<file path="src/sv/wtf8_pkg.sv">
package wtf8_pkg;

   localparam logic [7:0]  ContMask  = 8'hC0;
   localparam logic [7:0]  ContTag   = 8'h80;
   localparam logic [7:0]  FirstLead = 8'hC2;
   localparam logic [7:0]  LastLead2 = 8'hDF;
   localparam logic [7:0]  LastLead3 = 8'hEF;
   localparam logic [7:0]  LastLead4 = 8'hF4;
   localparam logic [20:0] PointMask = 21'h1FFFFF;
   localparam logic [20:0] MaxPoint  = 21'h10FFFF;
   localparam logic [20:0] Plane1    = 21'h010000;
   localparam logic [15:0] HiSurr    = 16'hD800;
   localparam logic [15:0] LoSurr    = 16'hDC00;
   localparam logic [15:0] ErrUnit   = 16'hFFFF;

   typedef struct packed {
      logic [15:0] code_unit;
      logic        bad_sequence;
      logic        string_end;
      logic        last_of_run;
   } result_type;

   typedef struct packed {
      logic [1:0] count;
      result_type first;
      result_type second;
   } decode_type;

endpackage

</file>
<file path="src/sv/wtf8_decode.sv">
module wtf8_decode
   import wtf8_pkg::*;
(
   input  logic       clock,
   input  logic       reset,
   input  logic       accept,
   input  logic [7:0] byte_in,
   output decode_type decode
);

   logic [1:0]  pending_ff, pending_in;
   logic [20:0] point_ff, point_in;
   logic [7:0]  lead_ff, lead_in;

   logic [20:0] shifted;
   logic [20:0] cp;
   logic [20:0] offset;
   logic        emit_point;

   function automatic result_type make_result(input logic [15:0] unit, input logic bad,
                                              input logic fin, input logic last);
      result_type r;
      r.code_unit    = unit;
      r.bad_sequence = bad;
      r.string_end   = fin;
      r.last_of_run  = last;
      return r;
   endfunction

   always_comb begin
      pending_in = pending_ff;
      point_in   = point_ff;
      lead_in    = lead_ff;
      emit_point = 1'b0;
      cp         = '0;
      shifted    = {point_ff[14:0], 6'(byte_in[5:0])} & PointMask;
      offset     = '0;
      decode.count  = 2'd0;
      decode.first  = make_result(ErrUnit, 1'b1, 1'b0, 1'b1);
      decode.second = make_result(ErrUnit, 1'b1, 1'b0, 1'b1);

      if (pending_ff == 2'd0) begin
         if (byte_in == 8'h00) begin
            decode.count = 2'd1;
            decode.first = make_result(16'h0000, 1'b0, 1'b1, 1'b1);
         end else if (byte_in <= 8'h7F) begin
            decode.count = 2'd1;
            decode.first = make_result({8'h00, byte_in}, 1'b0, 1'b0, 1'b1);
         end else if (byte_in < FirstLead) begin
            decode.count = 2'd1;
         end else begin
            lead_in  = byte_in;
            point_in = {13'd0, byte_in};
            if (byte_in <= LastLead2) begin
               pending_in = 2'd1;
            end else if (byte_in <= LastLead3) begin
               pending_in = 2'd2;
            end else begin
               pending_in = 2'd3;
            end
         end
      end else if (byte_in == 8'h00) begin
         pending_in   = 2'd0;
         decode.count = 2'd1;
         decode.first = make_result(ErrUnit, 1'b1, 1'b1, 1'b1);
      end else if ((byte_in & ContMask) != ContTag) begin
         pending_in   = 2'd0;
         decode.count = 2'd1;
      end else begin
         point_in   = shifted;
         pending_in = pending_ff - 2'd1;
         if (pending_ff == 2'd1) begin
            if (lead_ff <= LastLead2) begin
               cp         = {10'd0, shifted[10:0]};
               emit_point = 1'b1;
            end else if (lead_ff <= LastLead3) begin
               cp         = {5'd0, shifted[15:0]};
               emit_point = 1'b1;
            end else if (lead_ff <= LastLead4 && shifted <= MaxPoint) begin
               cp         = shifted;
               emit_point = 1'b1;
            end else begin
               decode.count = 2'd1;
            end
         end
      end

      if (emit_point) begin
         if (cp > 21'h00FFFF) begin
            offset        = cp - Plane1;
            decode.count  = 2'd2;
            decode.first  = make_result(HiSurr + {6'd0, offset[19:10]}, 1'b0, 1'b0, 1'b0);
            decode.second = make_result(LoSurr + {6'd0, offset[9:0]}, 1'b0, 1'b0, 1'b1);
         end else begin
            decode.count = 2'd1;
            decode.first = make_result(cp[15:0], 1'b0, 1'b0, 1'b1);
         end
      end
   end

   always_ff @(posedge clock) begin
      if (reset) begin
         pending_ff <= 2'd0;
         point_ff   <= '0;
         lead_ff    <= '0;
      end else if (accept) begin
         pending_ff <= pending_in;
         point_ff   <= point_in;
         lead_ff    <= lead_in;
      end
   end

endmodule

</file>
<file path="src/sv/wtf8_to_utf16_transcoder_core.sv">
// WTF-8 to UTF-16 transcoder.
// Request channel (req_valid/req_ready/req_byte_in) takes one byte of a
// zero-terminated WTF-8 string per handshake. Response channel
// (rsp_valid/rsp_ready/rsp_*) gives UTF-16 code units, with bad_sequence
// on malformed input (unit 0xFFFF), string_end on the terminating result
// and last_of_run on the final result caused by a request.
// Each request is decoded in the cycle it is accepted and its results land
// in a two-entry result buffer: the first result is visible in the cycle
// after acceptance. A byte that only extends a sequence gives no result.
// Throughput is one request per cycle while rsp_ready is high; a code point
// above 0xFFFF gives a surrogate pair, which stalls requests until one drains.
// req_ready is high while the buffer is empty, or holds one result that is
// being taken in the same cycle. When the receiver stalls, results hold and
// the buffer holds the results of at most one request.
// Synchronous reset empties the buffer and returns the decoder to waiting
// for a lead byte.
module wtf8_to_utf16_transcoder_core
   import wtf8_pkg::*;
(
   input  logic        clock,
   input  logic        reset,
   input  logic        req_valid,
   output logic        req_ready,
   input  logic [7:0]  req_byte_in,
   output logic        rsp_valid,
   input  logic        rsp_ready,
   output logic [15:0] rsp_code_unit,
   output logic        rsp_bad_sequence,
   output logic        rsp_string_end,
   output logic        rsp_last_of_run
);

   logic [1:0] count_ff, count_in;
   result_type slot0_ff, slot0_in;
   result_type slot1_ff, slot1_in;
   decode_type decode;
   logic       accept;
   logic       pop;

   assign rsp_valid = count_ff != 2'd0;
   assign pop       = rsp_valid && rsp_ready;
   assign req_ready = (count_ff == 2'd0) || (count_ff == 2'd1 && rsp_ready);
   assign accept    = req_valid && req_ready;

   wtf8_decode u_decode (
      .clock   (clock),
      .reset   (reset),
      .accept  (accept),
      .byte_in (req_byte_in),
      .decode  (decode)
   );

   always_comb begin
      count_in = count_ff;
      slot0_in = slot0_ff;
      slot1_in = slot1_ff;
      if (accept) begin
         count_in = decode.count;
         slot0_in = decode.first;
         slot1_in = decode.second;
      end else if (pop) begin
         count_in = count_ff - 2'd1;
         slot0_in = slot1_ff;
      end
   end

   always_ff @(posedge clock) begin
      if (reset) begin
         count_ff <= 2'd0;
      end else begin
         count_ff <= count_in;
      end
      slot0_ff <= slot0_in;
      slot1_ff <= slot1_in;
   end

   assign rsp_code_unit    = slot0_ff.code_unit;
   assign rsp_bad_sequence = slot0_ff.bad_sequence;
   assign rsp_string_end   = slot0_ff.string_end;
   assign rsp_last_of_run  = slot0_ff.last_of_run;

endmodule
</file>
<file path="config.mk">
export PLATFORM = sky130hd
export DESIGN_NAME = wtf8_to_utf16_transcoder_core
export DESIGN_NICKNAME = d
export VERILOG_FILES = /design/src/sv/wtf8_pkg.sv /design/src/sv/wtf8_decode.sv /design/src/sv/wtf8_to_utf16_transcoder_core.sv
export SDC_FILE = /design/constraint.sdc
export NUM_CORES = 1
export LEC_CHECK = 0
export ABC_CLOCK_PERIOD_IN_PS = 3100
export BUFFER_PORTS_ARGS = -buffer_cell sky130_fd_sc_hd__clkbuf_2
export CORE_ASPECT_RATIO = 0.9
export CORE_MARGIN = 2
export CORE_UTILIZATION = 50
export CTS_BUF_LIST = sky130_fd_sc_hd__clkbuf_8
export CTS_CLUSTER_SIZE = 8
export DETAILED_ROUTE_END_ITERATION = 6
export GPL_ROUTABILITY_DRIVEN = 1
export PLACE_DENSITY = 0.73
export SLEW_MARGIN = 20
export SYNTH_ARGS = -nofsm -noshare
export SYNTH_HDL_FRONTEND = slang
export SYNTH_SLANG_ARGS = --single-unit
</file>
<file path="constraint.sdc">
create_clock -name clock -period 3.1 [get_ports clock]
set_clock_uncertainty 0.15 [all_clocks]
set_input_delay 0 -clock clock [delete_from_list [all_inputs] [get_ports clock]]
set_output_delay 0 -clock clock [all_outputs]
set_load 0.01 [all_outputs]
</file>
==> impl_metrics.yaml <==
min_path:
  min_to: "count_ff[1]$_SDFFE_PP0P_"
  hold-path-cell-count: 4
  min_path_type: "in -> reg"
  hold_start: "rsp_ready"
placed_design:
  place_congestion: 0.959
  dpl.cell_count: 409
  hpwl_mm: 5.03
  numPortBuffers: 32
synth:
  synthMuxAreaShare_pct: 2.81
  yosysSeqAreaShare_pct: 50.9
  avgSynthCellArea_um2: 9.57
  ys.flop_type: "edfxtp_1"
  synth_top_family_by_area: "simple AND/OR/NAND/NOR gates"
  ys_ff_latch: 58
  synth_cell_types: 49
  synthSimpleGateAreaFrac_pct: 22.9
  synth_area_um2: 2890
  synth-edff-count: 31
  synth_cells: 302
  yosys.area_share.adder_pct: 2.60
  synth_xor_area_share_pct: 0.303
  synth_compound_area_share_pct: 17.2
  synth_nets: 320
  ys.warnings.count: 0
  synthArstFlopShare_pct: 0
power_and_ir_drop:
  p_int_mw: 1.37
  p_comb_share_pct: 17.9
  power_density_nw_per_um2: 525
  power_frac_seq_pct: 48.1
  ir_drop_mv: 0.368
  power.leakage_nw: 1.29
  clockPowerShare_pct: 34.1
  power.total_mw: 1.90
  power.net_switching_mw: 0.526
  swShare_pct: 27.7
drt:
  route.antenna.remaining_nets: 0
  post_drt_via_cell_ratio: 5.66
  drt_iter0_drc: 189
  route.detailed.drc: 0
  routed_wl_mm: 7.24
  vias: 2498
  routedWlPerCell_um: 16.4
  drt-pass1-iter-count: 4
critical_path:
  worst_path_largest_cell_delay_ns: 0.53
  r2r-end: "rsp_code_unit[7]$_DFFE_PP_"
  crit_arrival_ns: 3.02
  timing.critical_path.fanout_max: 5
  crit_path_start: "u_decode.point_ff[13]$_SDFFE_PP0P_"
  worstSetupPathType: "reg -> reg"
  worstPathRequired_ns: 3.05
  r2r_slack_ns: 0.03
  critical-path-slowest-cell: "or4_4"
  crit_chain: "or4_4 > a221o_4 > nor3_4 > nand2_1 > ha_2 > nand3b_1 > nor3_1 > nand3_1 > a32oi_2 > and3_1 > o32a_1"
  worstRegToRegCells: 11
  critical-path-top-delay-family: "simple AND/OR/NAND/NOR gates"
  end_kind: "flip-flop"
  start_kind: "flip-flop"
  timing.rr.start: "u_decode.point_ff[13]$_SDFFE_PP0P_"
  critPathBufInv: 0
cells_and_area:
  fin_nets: 384
  regArea_um2: 1470
  area.growth.synth_to_final_pct: 24.8
  multi_input_area_um2: 1380
  final_common_cell: "nand2_1"
  n_fill_cell: 471
  final_util_pct: 64.1
  n_antenna_cell: 0
  final_cell_mix: "nand2_1, nor2_1, clkbuf_2, edfxtp_1, a21oi_1"
  drive_above_1_share_pct: 25.6
  layoutNonFillerInstCount: 441
sta:
  drv_slew: 0
  finalSetupTns_ns: 0
  max_clock_freq_ghz: 0.326
  fin_crit_sh_pct: 99.0
  relSlewSlack_pct: 27.8
  rsz0062_at_grt: "true"
  fin_hold_ws_ns: 0.0192
  timing_hold_violations_final: 0
  min_period_ns: 3.07
  worstMarginPinSlew_ns: 1.08
  setup_viol: 0
floorplan:
  ios: 33
  start_util_pct: 51.4
  core_area_um2: 5630
  die_area_um2: 6410
  die_w_um: 84.2
  core.rowCount: 26
  die_h_um: 76.1
cts:
  cts_root_buf: "clkbuf_8"
  htreeDepth: 3
  insertion_delay_ns: 0.34
  clkTransAtPathRegs_ns: 0.07
  cts_tree: "yes"
  cts.sinks: 58
  cts_buffers: 9
  cts_buffer_depth: 2
global_routing:
  grt_pass1_wl_mm: 11.7
  grt_overflow: 0
  grt.total_usage_pct: 23.6
  grt_pass1_vias: 2380
  grt_max_degree: 29
  antenna_found_initial: 0
run_status:
  outcome: "completed"
flow_run:
  drv_cap: 0
[power groups by stage]
stage	Combinational, mW	Sequential, mW	Clock (mW)
finish	0.339	0.911	0.646
global route	0.379	0.917	0.687
CTS	0.341	0.911	0.655
detailed placement	0.330	0.928	0
global placement	0.323	0.926	0
floorplan	0.202	0.938	0
[through the flow]
stage                     instance area, um2  worst slack, ns
after floorplan                         2910          -0.0501
after global placement                  3250          0.00164
after detailed placement                3250          -0.0738
after CTS                               3560         0.000662
after global routing                    3610           -0.156
final                                   3610           0.0295
[kinds of logic after synthesis]
kind of cell,after synthesis
multiplexers,8
XOR/XNOR,1
adder cells (fa/ha/maj),6
AO/OA/AOI/OAI,69
buffers and inverters,24
flip-flops,58
AND/OR/NAND/NOR,136
[state kept, by name, summed over array words and instances (netlist names)]
name and count:
count_ff 2, u_decode.pending_ff 2, rsp_string_end 1, u_decode.point_ff 15
slot1_ff 12, u_decode.lead_ff 8, rsp_last_of_run 1, rsp_bad_sequence 1
rsp_code_unit 16
[per-layer routing]
metal	wire length (um)	part of all wire [%]	vias up	global-route usage, %
li1	-	-	1225	-
met1	3320	46	1180	32.5
met2	3340	46	86	34.8
met3	497	6.9	7	6.07
met4	89	1.2	0	11.3
met5	0	0	-	0
[what timing repair did]
item                                    CTS  global route
endpoints found under the hold margin    24             0
pin swaps                                 9             9
hold buffers                              9             0
gates resized for setup                   2            13
buffers inserted                          5             2
cloned                                    0             0
endpoints found under the setup margin   14            22
[final cells by class]
| class | count | share of cell area (%) |
|---|---|---|
| sequential | 58 | 40.8 |
| multi-input combinational | 220 | 38.3 |
| timing repair buffer | 68 | 12.5 |
| clock buffer | 9 | 3.43 |
| tap | 70 | 2.43 |
| clock inverter | 7 | 1.53 |
| inverter | 9 | 0.936 |
[worst reg2reg max path, delay by kind of cell (launching register included)]
family / cells / cell delay (ns)
AO/OA/AOI/OAI: 3 / 0.87
adder cells (fa/ha/maj): 1 / 0.18
flip-flops: 1 / 0.32
AND/OR/NAND/NOR: 7 / 1.32
[worst max path at each step]
stage	endpoint	slack (ns)	cells past startpoint
global route	rsp_code_unit[7]$_DFFE_PP_	-0.16	11
detailed placement	rsp_last_of_run$_SDFFCE_PN1P_	-0.07	10
floorplan	rsp_code_unit[6]$_DFFE_PP_	-0.05	12
CTS	rsp_code_unit[9]$_DFFE_PP_	0.0007	11
global placement	rsp_last_of_run$_SDFFCE_PN1P_	0.002	10
finish	rsp_code_unit[7]$_DFFE_PP_	0.03	11
[cells in the mapped netlist, types with 3 or more instances]
library cell	number	area (um2)
and3_1	5	31.3
nand4_1	4	25.0
nand3b_1	8	60.1
o32a_1	3	30.0
edfxtp_1	31	931
nor3_1	13	65.1
nand2b_1	5	31.3
a21o_1	3	22.5
clkbuf_1	12	45.0
nand2_1	41	154
o21ai_0	6	30.0
a21oi_1	28	140
or2_2	11	68.8
o21a_1	3	22.5
dfxtp_1	27	541
ha_1	6	75.1
nand3_1	7	35.0
a31oi_1	8	50.1
inv_1	8	30.0
mux2i_1	7	70.1
nor2_1	33	124
Power figures use the tool's default switching activity.
